**src/hw/rtl/grce_pkg.sv**
```systemverilog
// Shared types and constants for the grid rectangle cell enumerator.
`default_nettype none

package grce_pkg;

  localparam int unsigned COORD_W = 16;  // input coordinates and grid origin
  localparam int unsigned CS_W    = 13;  // cell size
  localparam int unsigned CPR_W   = 4;   // cells per row register
  localparam int unsigned EXT_W   = 18;  // signed width that holds origin plus grid span
  localparam int unsigned OFS_W   = 17;  // clamped offset from the grid origin
  localparam int unsigned Q_W     = 4;   // raw quotient of offset by cell size
  localparam int unsigned CELL_W  = 3;   // clamped row or column number
  localparam int unsigned IDX_W   = 6;   // cell index
  localparam int unsigned CFG_IDX_W = 2;

  localparam logic [CFG_IDX_W-1:0] REG_ORIGIN_X  = 2'd0;
  localparam logic [CFG_IDX_W-1:0] REG_ORIGIN_Y  = 2'd1;
  localparam logic [CFG_IDX_W-1:0] REG_CELL_SIZE = 2'd2;
  localparam logic [CFG_IDX_W-1:0] REG_CELLS_ROW = 2'd3;

  // Order of the four divisions: left, right, top, bottom.
  localparam logic [1:0] DIV_LEFT   = 2'd0;
  localparam logic [1:0] DIV_RIGHT  = 2'd1;
  localparam logic [1:0] DIV_TOP    = 2'd2;
  localparam logic [1:0] DIV_BOTTOM = 2'd3;

  typedef struct packed {
    logic signed [COORD_W-1:0] left_x;
    logic signed [COORD_W-1:0] top_y;
    logic signed [COORD_W-1:0] right_x;
    logic signed [COORD_W-1:0] bottom_y;
  } query_t;

  typedef struct packed {
    logic [IDX_W-1:0] cell_index;
    logic             is_last;
    logic             no_overlap;
  } result_t;

  typedef enum logic [2:0] {
    S_IDLE,
    S_SPAN,
    S_CHECK,
    S_MISS,
    S_DIV,
    S_EMIT
  } state_e;

endpackage

`default_nettype wire

```
**src/hw/rtl/grid_rect_cell_enumerator.sv**
```systemverilog
// Top level: enumerates the grid cells that a query rectangle covers.
//
//   channel   direction  handshake                  payload
//   query     in         start & !busy              query_i  (left_x, top_y, right_x, bottom_y)
//   result    out        result_valid_o, 1 cycle    result_o (cell_index, is_last, no_overlap)
//   config    in         cfg_we_i                   cfg_idx_i, cfg_wdata_i
//
// A transaction on the query channel yields one result for each of the k covered
// cells (1 to 64), or a single flagged result on a miss. One shared divider takes
// the four offsets in turn, each through launch, four quotient bits and hand-back,
// then the covered cells go out in row order, one result per cycle.
// busy stays high until the cycle after the last result; results go out on a
// one-cycle strobe that the receiver cannot stall. Reset clears the sequencer
// and loads the register defaults: origin 0, cell size 16, eight cells a row.
`default_nettype none

module grid_rect_cell_enumerator #(
  parameter int unsigned MAX_CELLS_PER_ROW = 8
) (
  input  wire logic                           clk_i,
  input  wire logic                           rst_ni,
  input  wire logic                           start,
  input  wire grce_pkg::query_t               query_i,
  output logic                                busy,
  output logic                                result_valid_o,
  output grce_pkg::result_t                   result_o,
  input  wire logic                           cfg_we_i,
  input  wire logic [grce_pkg::CFG_IDX_W-1:0] cfg_idx_i,
  input  wire logic [grce_pkg::COORD_W-1:0]   cfg_wdata_i
);
  import grce_pkg::*;

  localparam logic [CPR_W-1:0] MAX_N = CPR_W'(MAX_CELLS_PER_ROW);

  // Configuration registers.
  logic signed [COORD_W-1:0] origin_x_q;
  logic signed [COORD_W-1:0] origin_y_q;
  logic [CS_W-1:0]           cell_size_q;
  logic [CPR_W-1:0]          cells_row_q;

  // Sequencer and datapath.
  state_e                    state_q, state_d;
  query_t                    query_q;
  logic [CPR_W-1:0]          n_q;
  logic [CS_W-1:0]           cs_q;
  logic signed [EXT_W-1:0]   max_x_q, max_y_q;
  logic [3:0][OFS_W-1:0]     ofs_q;
  logic [3:0][CELL_W-1:0]    cell_q;
  logic [1:0]                sel_q;
  logic                      pend_q;
  logic [CELL_W-1:0]         x_q, y_q;
  logic [IDX_W-1:0]          base_q;

  logic                      accept;
  logic [OFS_W-1:0]          span;
  logic signed [EXT_W-1:0]   min_x, min_y;
  logic signed [EXT_W-1:0]   lx, ty, rx, by;
  logic signed [EXT_W-1:0]   lx_c, ty_c, rx_c, by_c;
  logic                      miss;
  logic                      div_start;
  logic                      div_done;
  logic [Q_W-1:0]            div_quot;
  logic [Q_W-1:0]            n_last;
  logic [CELL_W-1:0]         quot_clamped;
  logic                      row_end;
  logic                      last_cell;

  assign accept = start && (state_q == S_IDLE);

  // Register writes land on any enabled edge; keep them to idle periods.
  always_ff @(posedge clk_i or negedge rst_ni) begin
    if (!rst_ni) begin
      origin_x_q  <= '0;
      origin_y_q  <= '0;
      cell_size_q <= CS_W'(16);
      cells_row_q <= CPR_W'(8);
    end else if (cfg_we_i) begin
      unique case (cfg_idx_i)
        REG_ORIGIN_X:  origin_x_q  <= cfg_wdata_i;
        REG_ORIGIN_Y:  origin_y_q  <= cfg_wdata_i;
        REG_CELL_SIZE: cell_size_q <= cfg_wdata_i[CS_W-1:0];
        REG_CELLS_ROW: cells_row_q <= cfg_wdata_i[CPR_W-1:0];
        default: ;
      endcase
    end
  end

  // Grid bounds; the far edge belongs to the grid.
  assign span  = OFS_W'(n_q) * OFS_W'(cs_q);
  assign min_x = EXT_W'(origin_x_q);
  assign min_y = EXT_W'(origin_y_q);

  assign lx = EXT_W'(query_q.left_x);
  assign ty = EXT_W'(query_q.top_y);
  assign rx = EXT_W'(query_q.right_x);
  assign by = EXT_W'(query_q.bottom_y);

  // Miss also covers an inverted rectangle.
  assign miss = (rx < min_x) || (by < min_y) || (lx > max_x_q) || (ty > max_y_q) ||
                (lx > rx) || (ty > by);

  // Clamp each corner into the grid.
  assign lx_c = (lx < min_x) ? min_x : ((lx > max_x_q) ? max_x_q : lx);
  assign rx_c = (rx < min_x) ? min_x : ((rx > max_x_q) ? max_x_q : rx);
  assign ty_c = (ty < min_y) ? min_y : ((ty > max_y_q) ? max_y_q : ty);
  assign by_c = (by < min_y) ? min_y : ((by > max_y_q) ? max_y_q : by);

  // Shared divider; the far edge saturates to the last cell.
  assign div_start = (state_q == S_DIV) && pend_q;

  grce_div u_div (
    .clk_i      (clk_i),
    .rst_ni     (rst_ni),
    .start_i    (div_start),
    .dividend_i (ofs_q[sel_q]),
    .divisor_i  (cs_q),
    .done_o     (div_done),
    .quot_o     (div_quot)
  );

  assign n_last       = Q_W'(n_q) - 1'b1;
  assign quot_clamped = (div_quot > n_last) ? n_last[CELL_W-1:0] : div_quot[CELL_W-1:0];

  assign row_end   = (x_q == cell_q[DIV_RIGHT]);
  assign last_cell = row_end && (y_q == cell_q[DIV_BOTTOM]);

  always_ff @(posedge clk_i or negedge rst_ni) begin
    if (!rst_ni) begin
      state_q <= S_IDLE;
    end else begin
      state_q <= state_d;
    end
  end

  // Next state.
  always_comb begin
    state_d = state_q;
    unique case (state_q)
      S_IDLE:  if (start) state_d = S_SPAN;
      S_SPAN:  state_d = S_CHECK;
      S_CHECK: state_d = miss ? S_MISS : S_DIV;
      S_MISS:  state_d = S_IDLE;
      S_DIV:   if (div_done && (sel_q == DIV_BOTTOM)) state_d = S_EMIT;
      S_EMIT:  if (last_cell) state_d = S_IDLE;
      default: state_d = S_IDLE;
    endcase
  end

  // Outputs.
  always_comb begin
    busy           = (state_q != S_IDLE);
    result_valid_o = 1'b0;
    result_o       = '0;
    unique case (state_q)
      S_MISS: begin
        result_valid_o      = 1'b1;
        result_o.is_last    = 1'b1;
        result_o.no_overlap = 1'b1;
      end
      S_EMIT: begin
        result_valid_o      = 1'b1;
        result_o.cell_index = base_q + IDX_W'(x_q);
        result_o.is_last    = last_cell;
      end
      default: ;
    endcase
  end

  always_ff @(posedge clk_i or negedge rst_ni) begin
    if (!rst_ni) begin
      pend_q <= 1'b0;
      sel_q  <= DIV_LEFT;
    end else begin
      if (state_q == S_CHECK) begin
        pend_q <= !miss;
        sel_q  <= DIV_LEFT;
      end else if (div_start) begin
        pend_q <= 1'b0;
      end else if (state_q == S_DIV && div_done && sel_q != DIV_BOTTOM) begin
        pend_q <= 1'b1;
        sel_q  <= sel_q + 1'b1;
      end
    end
  end

  // Payload registers.
  always_ff @(posedge clk_i) begin
    if (accept) begin
      query_q <= query_i;
      // Zero cell size acts as one; row count saturates to [1, MAX].
      cs_q    <= (cell_size_q == '0) ? CS_W'(1) : cell_size_q;
      if (cells_row_q == '0) begin
        n_q <= CPR_W'(1);
      end else if (cells_row_q > MAX_N) begin
        n_q <= MAX_N;
      end else begin
        n_q <= cells_row_q;
      end
    end

    if (state_q == S_SPAN) begin
      max_x_q <= min_x + EXT_W'(span);
      max_y_q <= min_y + EXT_W'(span);
    end

    if (state_q == S_CHECK) begin
      ofs_q[DIV_LEFT]   <= OFS_W'(lx_c - min_x);
      ofs_q[DIV_RIGHT]  <= OFS_W'(rx_c - min_x);
      ofs_q[DIV_TOP]    <= OFS_W'(ty_c - min_y);
      ofs_q[DIV_BOTTOM] <= OFS_W'(by_c - min_y);
    end

    if (state_q == S_DIV && div_done) begin
      cell_q[sel_q] <= quot_clamped;
      // Top row is already in place when the last division returns.
      if (sel_q == DIV_BOTTOM) begin
        x_q    <= cell_q[DIV_LEFT];
        y_q    <= cell_q[DIV_TOP];
        base_q <= IDX_W'(cell_q[DIV_TOP]) * IDX_W'(n_q);
      end
    end

    // Advance left to right, then wrap to the next row.
    if (state_q == S_EMIT) begin
      if (row_end) begin
        x_q    <= cell_q[DIV_LEFT];
        y_q    <= y_q + 1'b1;
        base_q <= base_q + IDX_W'(n_q);
      end else begin
        x_q <= x_q + 1'b1;
      end
    end
  end

endmodule

`default_nettype wire

```
**src/hw/rtl/grce_div.sv**
```systemverilog
// Restoring divider of a grid offset by the cell size, one quotient bit per cycle.
`default_nettype none

module grce_div (
  input  wire logic                      clk_i,
  input  wire logic                      rst_ni,
  input  wire logic                      start_i,
  input  wire logic [grce_pkg::OFS_W-1:0] dividend_i,
  input  wire logic [grce_pkg::CS_W-1:0]  divisor_i,
  output logic                           done_o,
  output logic [grce_pkg::Q_W-1:0]       quot_o
);
  import grce_pkg::*;

  localparam int unsigned CNT_W = $clog2(Q_W);
  localparam logic [CNT_W-1:0] LAST_STEP = CNT_W'(Q_W - 1);

  logic             run_q;
  logic             done_q;
  logic [CNT_W-1:0] cnt_q;
  logic [OFS_W-1:0] rem_q;
  logic [Q_W-1:0]   quot_q;
  logic [CS_W-1:0]  dvs_q;

  logic [CNT_W-1:0] shift;
  logic [OFS_W-1:0] trial;
  logic             fits;

  // Quotient never exceeds the row count, so Q_W bits cover it.
  assign shift = LAST_STEP - cnt_q;
  assign trial = OFS_W'(dvs_q) << shift;
  assign fits  = rem_q >= trial;

  always_ff @(posedge clk_i or negedge rst_ni) begin
    if (!rst_ni) begin
      run_q  <= 1'b0;
      done_q <= 1'b0;
      cnt_q  <= '0;
    end else begin
      done_q <= run_q && (cnt_q == LAST_STEP);
      if (start_i) begin
        run_q <= 1'b1;
        cnt_q <= '0;
      end else if (run_q) begin
        cnt_q <= cnt_q + 1'b1;
        if (cnt_q == LAST_STEP) begin
          run_q <= 1'b0;
        end
      end
    end
  end

  always_ff @(posedge clk_i) begin
    if (start_i) begin
      rem_q  <= dividend_i;
      quot_q <= '0;
      dvs_q  <= divisor_i;
    end else if (run_q) begin
      if (fits) begin
        rem_q <= rem_q - trial;
      end
      quot_q <= {quot_q[Q_W-2:0], fits};
    end
  end

  assign done_o = done_q;
  assign quot_o = quot_q;

endmodule

`default_nettype wire

```
**config.mk**
```make
export PLATFORM = sky130hd
export DESIGN_NAME = grid_rect_cell_enumerator
export DESIGN_NICKNAME = d
export VERILOG_FILES = /design/src/hw/rtl/grce_pkg.sv /design/src/hw/rtl/grid_rect_cell_enumerator.sv /design/src/hw/rtl/grce_div.sv
export SDC_FILE = /design/constraint.sdc
export NUM_CORES = 1
export LEC_CHECK = 0
export BUFFER_PORTS_ARGS = -buffer_cell sky130_fd_sc_hd__buf_2
export CAP_MARGIN = 30
export CORE_ASPECT_RATIO = 1.25
export CORE_MARGIN = 5
export CORE_UTILIZATION = 55
export DETAILED_ROUTE_END_ITERATION = 12
export GPL_ROUTABILITY_DRIVEN = 0
export HOLD_SLACK_MARGIN = 0.02
export PLACE_DENSITY = 0.81
export REMOVE_ABC_BUFFERS = 1
export SLEW_MARGIN = 20
export SYNTH_ARGS = -nofsm -noshare
export SYNTH_HDL_FRONTEND = slang
export SYNTH_SLANG_ARGS = --single-unit
export TNS_END_PERCENT = 20
```
**constraint.sdc**
```tcl
create_clock -name clk_i -period 5.5 [get_ports clk_i]
set_input_delay 0.825 -clock clk_i [delete_from_list [all_inputs] [get_ports clk_i]]
set_output_delay 0.825 -clock clk_i [all_outputs]
set_load 0.02 [all_outputs]
```
==> reports/results.tsv, run 1 <==
metric	value	unit
outcome	finished clean	
largest fanout of any net on the critical path	5	
Pins Over Slew Limit	0	
initial antenna violation count	3	
slew at the pin closest to its max-slew limit	1090	ps
Mapped Cells	2412	
post-detailed-route wirelength per cell	21.1	um
residual DRC count	0	
Area Overhead vs Synth	9.92	%
required time at the endpoint of the critical path	5830	ps
maximum clock path buffer count	3	
TritonCTS Buffers	30	
Setup Crit Path Kind	flop to flop	
post-route ant nets	0	
most instantiated flip-flop cell in the synthesis netlist	sky130_fd_sc_hd__edfxtp_1	
Post-Route WL	65600	um
die footprint	0.0475	mm^2
H-Tree Level Count	1	
Core Area	0.0429	mm^2
first-pass GRT wire length	102000	um
chip height	242	um
type of origin of the critical path	flop	
placed wire-length estimate	52300	um
type of the tightest min-delay check	input pin to asynchronous set/reset pin	
area leader, netlist	sky130_fd_sc_hd__edfxtp_1	
Die X-Extent	196	um
final number of setup-violating endpoints	0	
fraction of registers with async set or reset after synthesis	19.5	%
via count of the first global-routing pass	19184	
yosys synthesis warning count	0	
synth unique cells	86	
Area contributors post-synth	sky130_fd_sc_hd__edfxtp_1, sky130_fd_sc_hd__ha_1, sky130_fd_sc_hd__dfrtp_1	
number of placement rows	85	
data arrival time of the critical path	5700	ps
count of routing violations after the opening detailed-route iteration	1903	
post-synthesis average cell area	9.84	um^2
area share of the largest cell type after synthesis	29.1	%
top cells by instance count after synthesis	sky130_fd_sc_hd__ha_1, sky130_fd_sc_hd__inv_1, sky130_fd_sc_hd__edfxtp_1, sky130_fd_sc_hd__a21oi_1, sky130_fd_sc_hd__nor2_1	
number of port buffers	95	
initial core utilization	55.4	%
max-cap viol count	0	
CP Capture Type	flop	
clock-pin transition on the worst setup and hold timing paths	70	ps
Max-Slew Margin vs Limit	26.6	%
buffer cell driving the clock tree root	sky130_fd_sc_hd__clkbuf_16	
dominant cell by count in the synthesized netlist	sky130_fd_sc_hd__ha_1	
Final Cycle Share	97.5	%
highest achievable clock rate	0.186	GHz
number of sinks on the clock net	302	
layout cell share with drive strength beyond 1	11.7	%
final net count	2955	
unrepaired setup endpoints after global routing	yes	
via/cell ratio	6.17	
post-synth design cell area	0.0237	mm^2
sequential fraction of the synthesis area	36.4	%
TritonCTS clock tree	done	
Ports	96	
cts hold-fix bufs	0	
worst-case hold slack	404	ps
DR vias	19154	
Tot GR Track Use	27.0	%
buffers inserted during post-CTS setup optimization	0	
DRT Pass-1 Iters	6	
setup skew after layout	24.0	ps
FF+latch count, synth	302	
final critical path time including I/O delays and setup	5360	ps
final hold viol count	0	
number of enable flip-flop cells after synthesis	230	
pin count of the biggest net entering global routing	70	
global route overflow	0	
clock insertion delay at the later pin of the skew report	600	ps
## cells by family (layout without fill, tap and decap cells)
family / count (synthesis) / after routing / share of synthesized area [%]
DFF: 302 / 302 / 36.4
muxes: 107 / 107 / 5.94
adders and majority gates: 357 / 357 / 19.9
AOI/OAI and AO/OA: 580 / 580 / 15.4
other: 0 / 3 / 0
xor gates and xnor gates: 120 / 120 / 4.43
and+or+nand+nor: 635 / 635 / 13.0
buffers and inverters: 311 / 435 / 4.95
## worst max-delay path, stage by stage (launching register included)
cell and delay (ps):
sky130_fd_sc_hd__edfxtp_1 500, sky130_fd_sc_hd__nand2_1 120, sky130_fd_sc_hd__fa_1 540, sky130_fd_sc_hd__inv_1 60
sky130_fd_sc_hd__fa_1 570, sky130_fd_sc_hd__inv_1 70, sky130_fd_sc_hd__fa_1 470, sky130_fd_sc_hd__nor2b_1 140
sky130_fd_sc_hd__o21a_1 150, sky130_fd_sc_hd__o21ai_1 70, sky130_fd_sc_hd__nand2b_1 100, sky130_fd_sc_hd__a21oi_1 110
sky130_fd_sc_hd__xnor2_2 390, sky130_fd_sc_hd__ha_1 380, sky130_fd_sc_hd__or2_2 300, sky130_fd_sc_hd__a21oi_1 240
sky130_fd_sc_hd__o31ai_1 170, sky130_fd_sc_hd__o41ai_2 320, sky130_fd_sc_hd__o21bai_1 120, sky130_fd_sc_hd__a21oi_1 200
sky130_fd_sc_hd__xnor2_1 80
## worst paths after layout
kind	startpoint	to	slack [ps]	cells past startpoint
worst max-delay path	cs_q[0]	max_x_q[17]	140	20
worst min-delay path	rst_ni	origin_x_q[1]	400	2
worst max register to register	cs_q[0]	max_x_q[17]	140	20
worst min register to register	cell_size_q[1]	cs_q[1]	480	0
max in group asynchronous	rst_ni	origin_y_q[12]	4500	2
min in group clk_i	query_i[29]	query_q[29]	400	1
## per-stage QoR
stage | instance area [um^2] | util (%) | instances | TNS, ps | setup WS [ps]
final | 26100 | 60.9 | 3104 | 0 | 137
after global routing | 26100 | 60.9 | 3101 | -2.54 | -2.54
after CTS | 26000 | 60.7 | 3099 | 0 | 45.3
after detailed placement | 25000 | 58.3 | 3043 | -135 | -135
after global placement | 25000 | 58.3 | 3042 | 0 | 28.5
after floorplan | 23500 | - | 2348 | 0 | 363
## per-layer routing
metal	up-vias	GRT usage, %	part of all wire [%]
met5	-	0	0.020
met4	2	17.6	8.4
met2	804	46.0	48
li1	8951	-	-
met3	246	3.07	6.1
met1	9151	32.2	37
## sequential cells by signal (all words and copies together), names as in the netlist, 2 cells and up
| name | cells |
|---|---|
| base_q | 6 |
| by | 16 |
| cell_q | 12 |
| cell_size_q | 13 |
| cells_row_q | 4 |
| cs_q | 13 |
| lx | 16 |
| max_x_q | 18 |
| max_y_q | 18 |
| n_q | 4 |
| ofs_q | 68 |
| origin_x_q | 16 |
| origin_y_q | 16 |
| query_q | 32 |
| sel_q | 2 |
| state_q | 3 |
| u_div.cnt_q | 2 |
| u_div.dvs_q | 13 |
| u_div.quot_o | 4 |
| u_div.rem_q | 17 |
| x_q | 3 |
| y_q | 3 |
## final cells by class
cell class                 instances  area (um^2)
antenna                            3         7.51
inverter                         247          927
sequential                       302         8650
tap                              565          707
timing repair buffer             132          772
multi-input combinational       1799        14000
clock buffer                      30          751
clock inverter                    26          262
fill                            3331        16800
## timing repair
item | CTS | global route
pin swaps | 0 | 1
gates resized for setup | 2 | 10
endpoints found under the setup margin | 1 | 8
## cells in the final DEF, fill, tap and decap left out, drive strengths merged, types with 33 or more instances in the layout
cell type / synthesis / routed
and2: 51 / 51
mux2i: 46 / 46
dfrtp: 57 / 57
buf: 5 / 132
nand3: 47 / 47
xnor2: 87 / 87
xor2: 33 / 33
fa: 34 / 34
mux2: 39 / 39
nor2: 192 / 192
nor3: 42 / 42
o21ai: 120 / 120
ha: 323 / 323
a21o: 50 / 50
a21oi: 214 / 214
inv: 247 / 250
edfxtp: 230 / 230
nand2: 149 / 149
Power of run 1 is left out: the tool's default activity adds up to more than one toggle a clock period on the data nets, which glitch-free logic cannot reach.
==> run 2, diff against run 1 <==
Settings changed: CELL_PAD_IN_SITES_DETAIL_PLACEMENT set to 2, CELL_PAD_IN_SITES_GLOBAL_PLACEMENT set to 2, CORE_UTILIZATION 55 to 42, PLACE_DENSITY 0.81 to 0.91.
==> run 2 against run 1 <==
  * The flow now finishes with violations (setup timing)
  * Sequential cell count unchanged
  * Fmax down 15%
  * Routed wire length increased by 130%
  * First-iteration DRC count is 110% higher
  * Clock skew increased by 21 ps
  * Critical path depth decreased by 1
  * Hold slack worse by 160 ps
  * Via count grew 33%
  * Utilization fell by 11 points
  * Sequential share of layout area is 2.2 points lower
  * Die area up 29%
  * Design area grew 7.3%
==> reports/results.tsv, run 2 (synthesis results as in run 1) <==
metric	value	unit	change
Ports	96		unchanged
CP Buf/Inv Count	4		+2
largest fanout of any net on the critical path	5		unchanged
Tot GR Track Use	40.1	%	+13 points
first-pass GRT wire length	184000	um	+80%
Final Cycle Share	115	%	+18 points
post-route ant nets	0		unchanged
via count of the first global-routing pass	26249		+37%
data arrival time of the critical path	6720	ps	+1020 ps
Die X-Extent	223	um	+14%
H-Tree Level Count	2		+1
global route overflow	0		unchanged
Area Overhead vs Synth	18.0	%	
final net count	3036		+2.7%
setup skew after layout	45.3	ps	+21.3 ps
post-detailed-route wirelength per cell	45.1	um	+110%
worst stage delay on the critical path	690	ps	+120 ps
ordered list of cells on the worst path	buf_6, and2_1, fa_1, inv_1, fa_1, inv_1, ha_2, and2_4, a22o_1, a311o_1, a31oi_2, o21bai_1, xor2_1, buf_4, ha_2, nor2b_1, a22oi_1, o21ai_1, a211o_4		
residual DRC count	0		unchanged
Largest regs	ofs_q x68, query_q x32		
required time at the endpoint of the critical path	5890	ps	+60 ps
TritonCTS clock tree	done		
violations in the final reports	setup timing		
number of port buffers	95		unchanged
number of placement rows	97		+14%
Core Area	0.0561	mm^2	+31%
via/cell ratio	7.53		+22%
highest-count cells in the layout ignoring fill and taps	sky130_fd_sc_hd__ha_1, sky130_fd_sc_hd__inv_1, sky130_fd_sc_hd__edfxtp_1		
highest achievable clock rate	0.158	GHz	-15%
type of the tightest min-delay check	input pin to asynchronous set/reset pin		
layout cell share with drive strength beyond 1	18.9	%	+7.2 points
number of fill cells	5702		+71%
initial core utilization	42.3	%	-13 points
DRT Pass-1 Iters	5		-1
outcome	finished, violations left		
maximum clock path buffer count	3		unchanged
Setup Crit Path Kind	flop to flop		
type of origin of the critical path	flop		
max-cap viol count	0		unchanged
final critical path time including I/O delays and setup	6330	ps	+970 ps
DR vias	25505		+33%
chip height	276	um	+14%
number of sinks on the clock net	302		unchanged
cell with the largest stage delay on the worst path	sky130_fd_sc_hd__fa_1		
CP Capture Type	flop		
Pins Over Slew Limit	0		unchanged
initial antenna violation count	28		+25
Placement Setup Slack	-269	ps	-134 ps
pin count of the biggest net entering global routing	69		-1.4%
unrepaired setup endpoints after global routing	yes		
number of flip-flops in the largest register	68		unchanged
die footprint	0.0614	mm^2	+29%
placed wire-length estimate	78500	um	+50%
Max-Slew Margin vs Limit	11.4	%	-15 points
cell family contributing the most delay on the critical path	adder cells		
slew at the pin closest to its max-slew limit	1320	ps	+230 ps
final number of setup-violating endpoints	44		+44
TritonCTS Buffers	38		+27%
clock-pin transition on the worst setup and hold timing paths	80	ps	about the same
count of routing violations after the opening detailed-route iteration	3916		+110%
buffer cell driving the clock tree root	sky130_fd_sc_hd__clkbuf_16		
most common cell after layout, fill and taps aside	sky130_fd_sc_hd__ha_1		
final hold viol count	0		unchanged
clock insertion delay at the later pin of the skew report	660	ps	+60 ps
worst path setup slack after routing	-833	ps	-970 ps
largest reg by FF count	ofs_q		
fin util	50.0	%	-11 points
sum of negative setup slack	-18900	ps	-18900 ps
Post-Route WL	153000	um	+130%
==> run 2: changes by cell type in the layout (fill, tap and decap cells not counted), moves of 10 or more <==
| cell | before | now |
|---|---|---|
| sky130_fd_sc_hd__buf_4 | 34 | 96 |
| sky130_fd_sc_hd__ha_1 | 322 | 299 |
| sky130_fd_sc_hd__diode_2 | 3 | 20 |
| sky130_fd_sc_hd__a21oi_1 | 213 | 198 |
| sky130_fd_sc_hd__clkbuf_16 | 30 | 43 |
| sky130_fd_sc_hd__ha_4 | 0 | 12 |
| sky130_fd_sc_hd__a21oi_2 | 1 | 12 |
| sky130_fd_sc_hd__ha_2 | 1 | 12 |
| sky130_fd_sc_hd__inv_1 | 246 | 235 |
| sky130_fd_sc_hd__o21ai_0 | 111 | 100 |
| sky130_fd_sc_hd__inv_2 | 1 | 11 |
==> run 2: final timing paths <==
kind,startpoint,to,slack [ps],cells past startpoint
max,n_q[2],max_y_q[16],-830,19
min,rst_ni,origin_x_q[12],240,2
max reg2reg,n_q[2],max_y_q[16],-830,19
min reg2reg,y_q[2],y_q[2],520,2
max in group asynchronous,rst_ni,sel_q[0],4550,3
min in group clk_i,query_i[13],by[13],350,1
==> run 2: metrics by stage <==
stage	hold WS, ps	instance area, um^2	cells
2_1_floorplan	441	23500	2348
3_3_place_gp	455	25300	3239
3_5_place_dp	466	25400	3242
4_1_cts	375	27100	3329
5_1_grt	275	28000	3368
6_report	243	28000	3385
==> run 2: layout make-up <==
type	instances	area (um^2)	share of cell area (%)
antenna	20	50.0	0.179
clock buffer	51	1130	4.02
clock inverter	19	166	0.594
inverter	247	931	3.32
multi-input combinational	1799	14800	52.7
sequential	302	8650	30.9
tap	742	928	3.31
timing repair buffer	205	1400	5.00
==> run 2: repair_timing <==
| item | CTS | global route |
|---|---|---|
| setup endpoints to repair | 20 | 35 |
| hold buffers | 0 | 0 |
| endpoints found under the hold margin | 0 | 0 |
| cloned | 0 | 1 |
| pin swaps | 13 | 49 |
| buffers inserted | 17 | 32 |
| gates resized for setup | 49 | 136 |
==> run 2: routing by layer <==
layer  wire, um  GRT usage, %
met2      65600          66.5
met3      17600          11.4
met5         34             0
met4      20700          36.0
met1      48700          41.2
Power of run 2 is left out for the same reason.
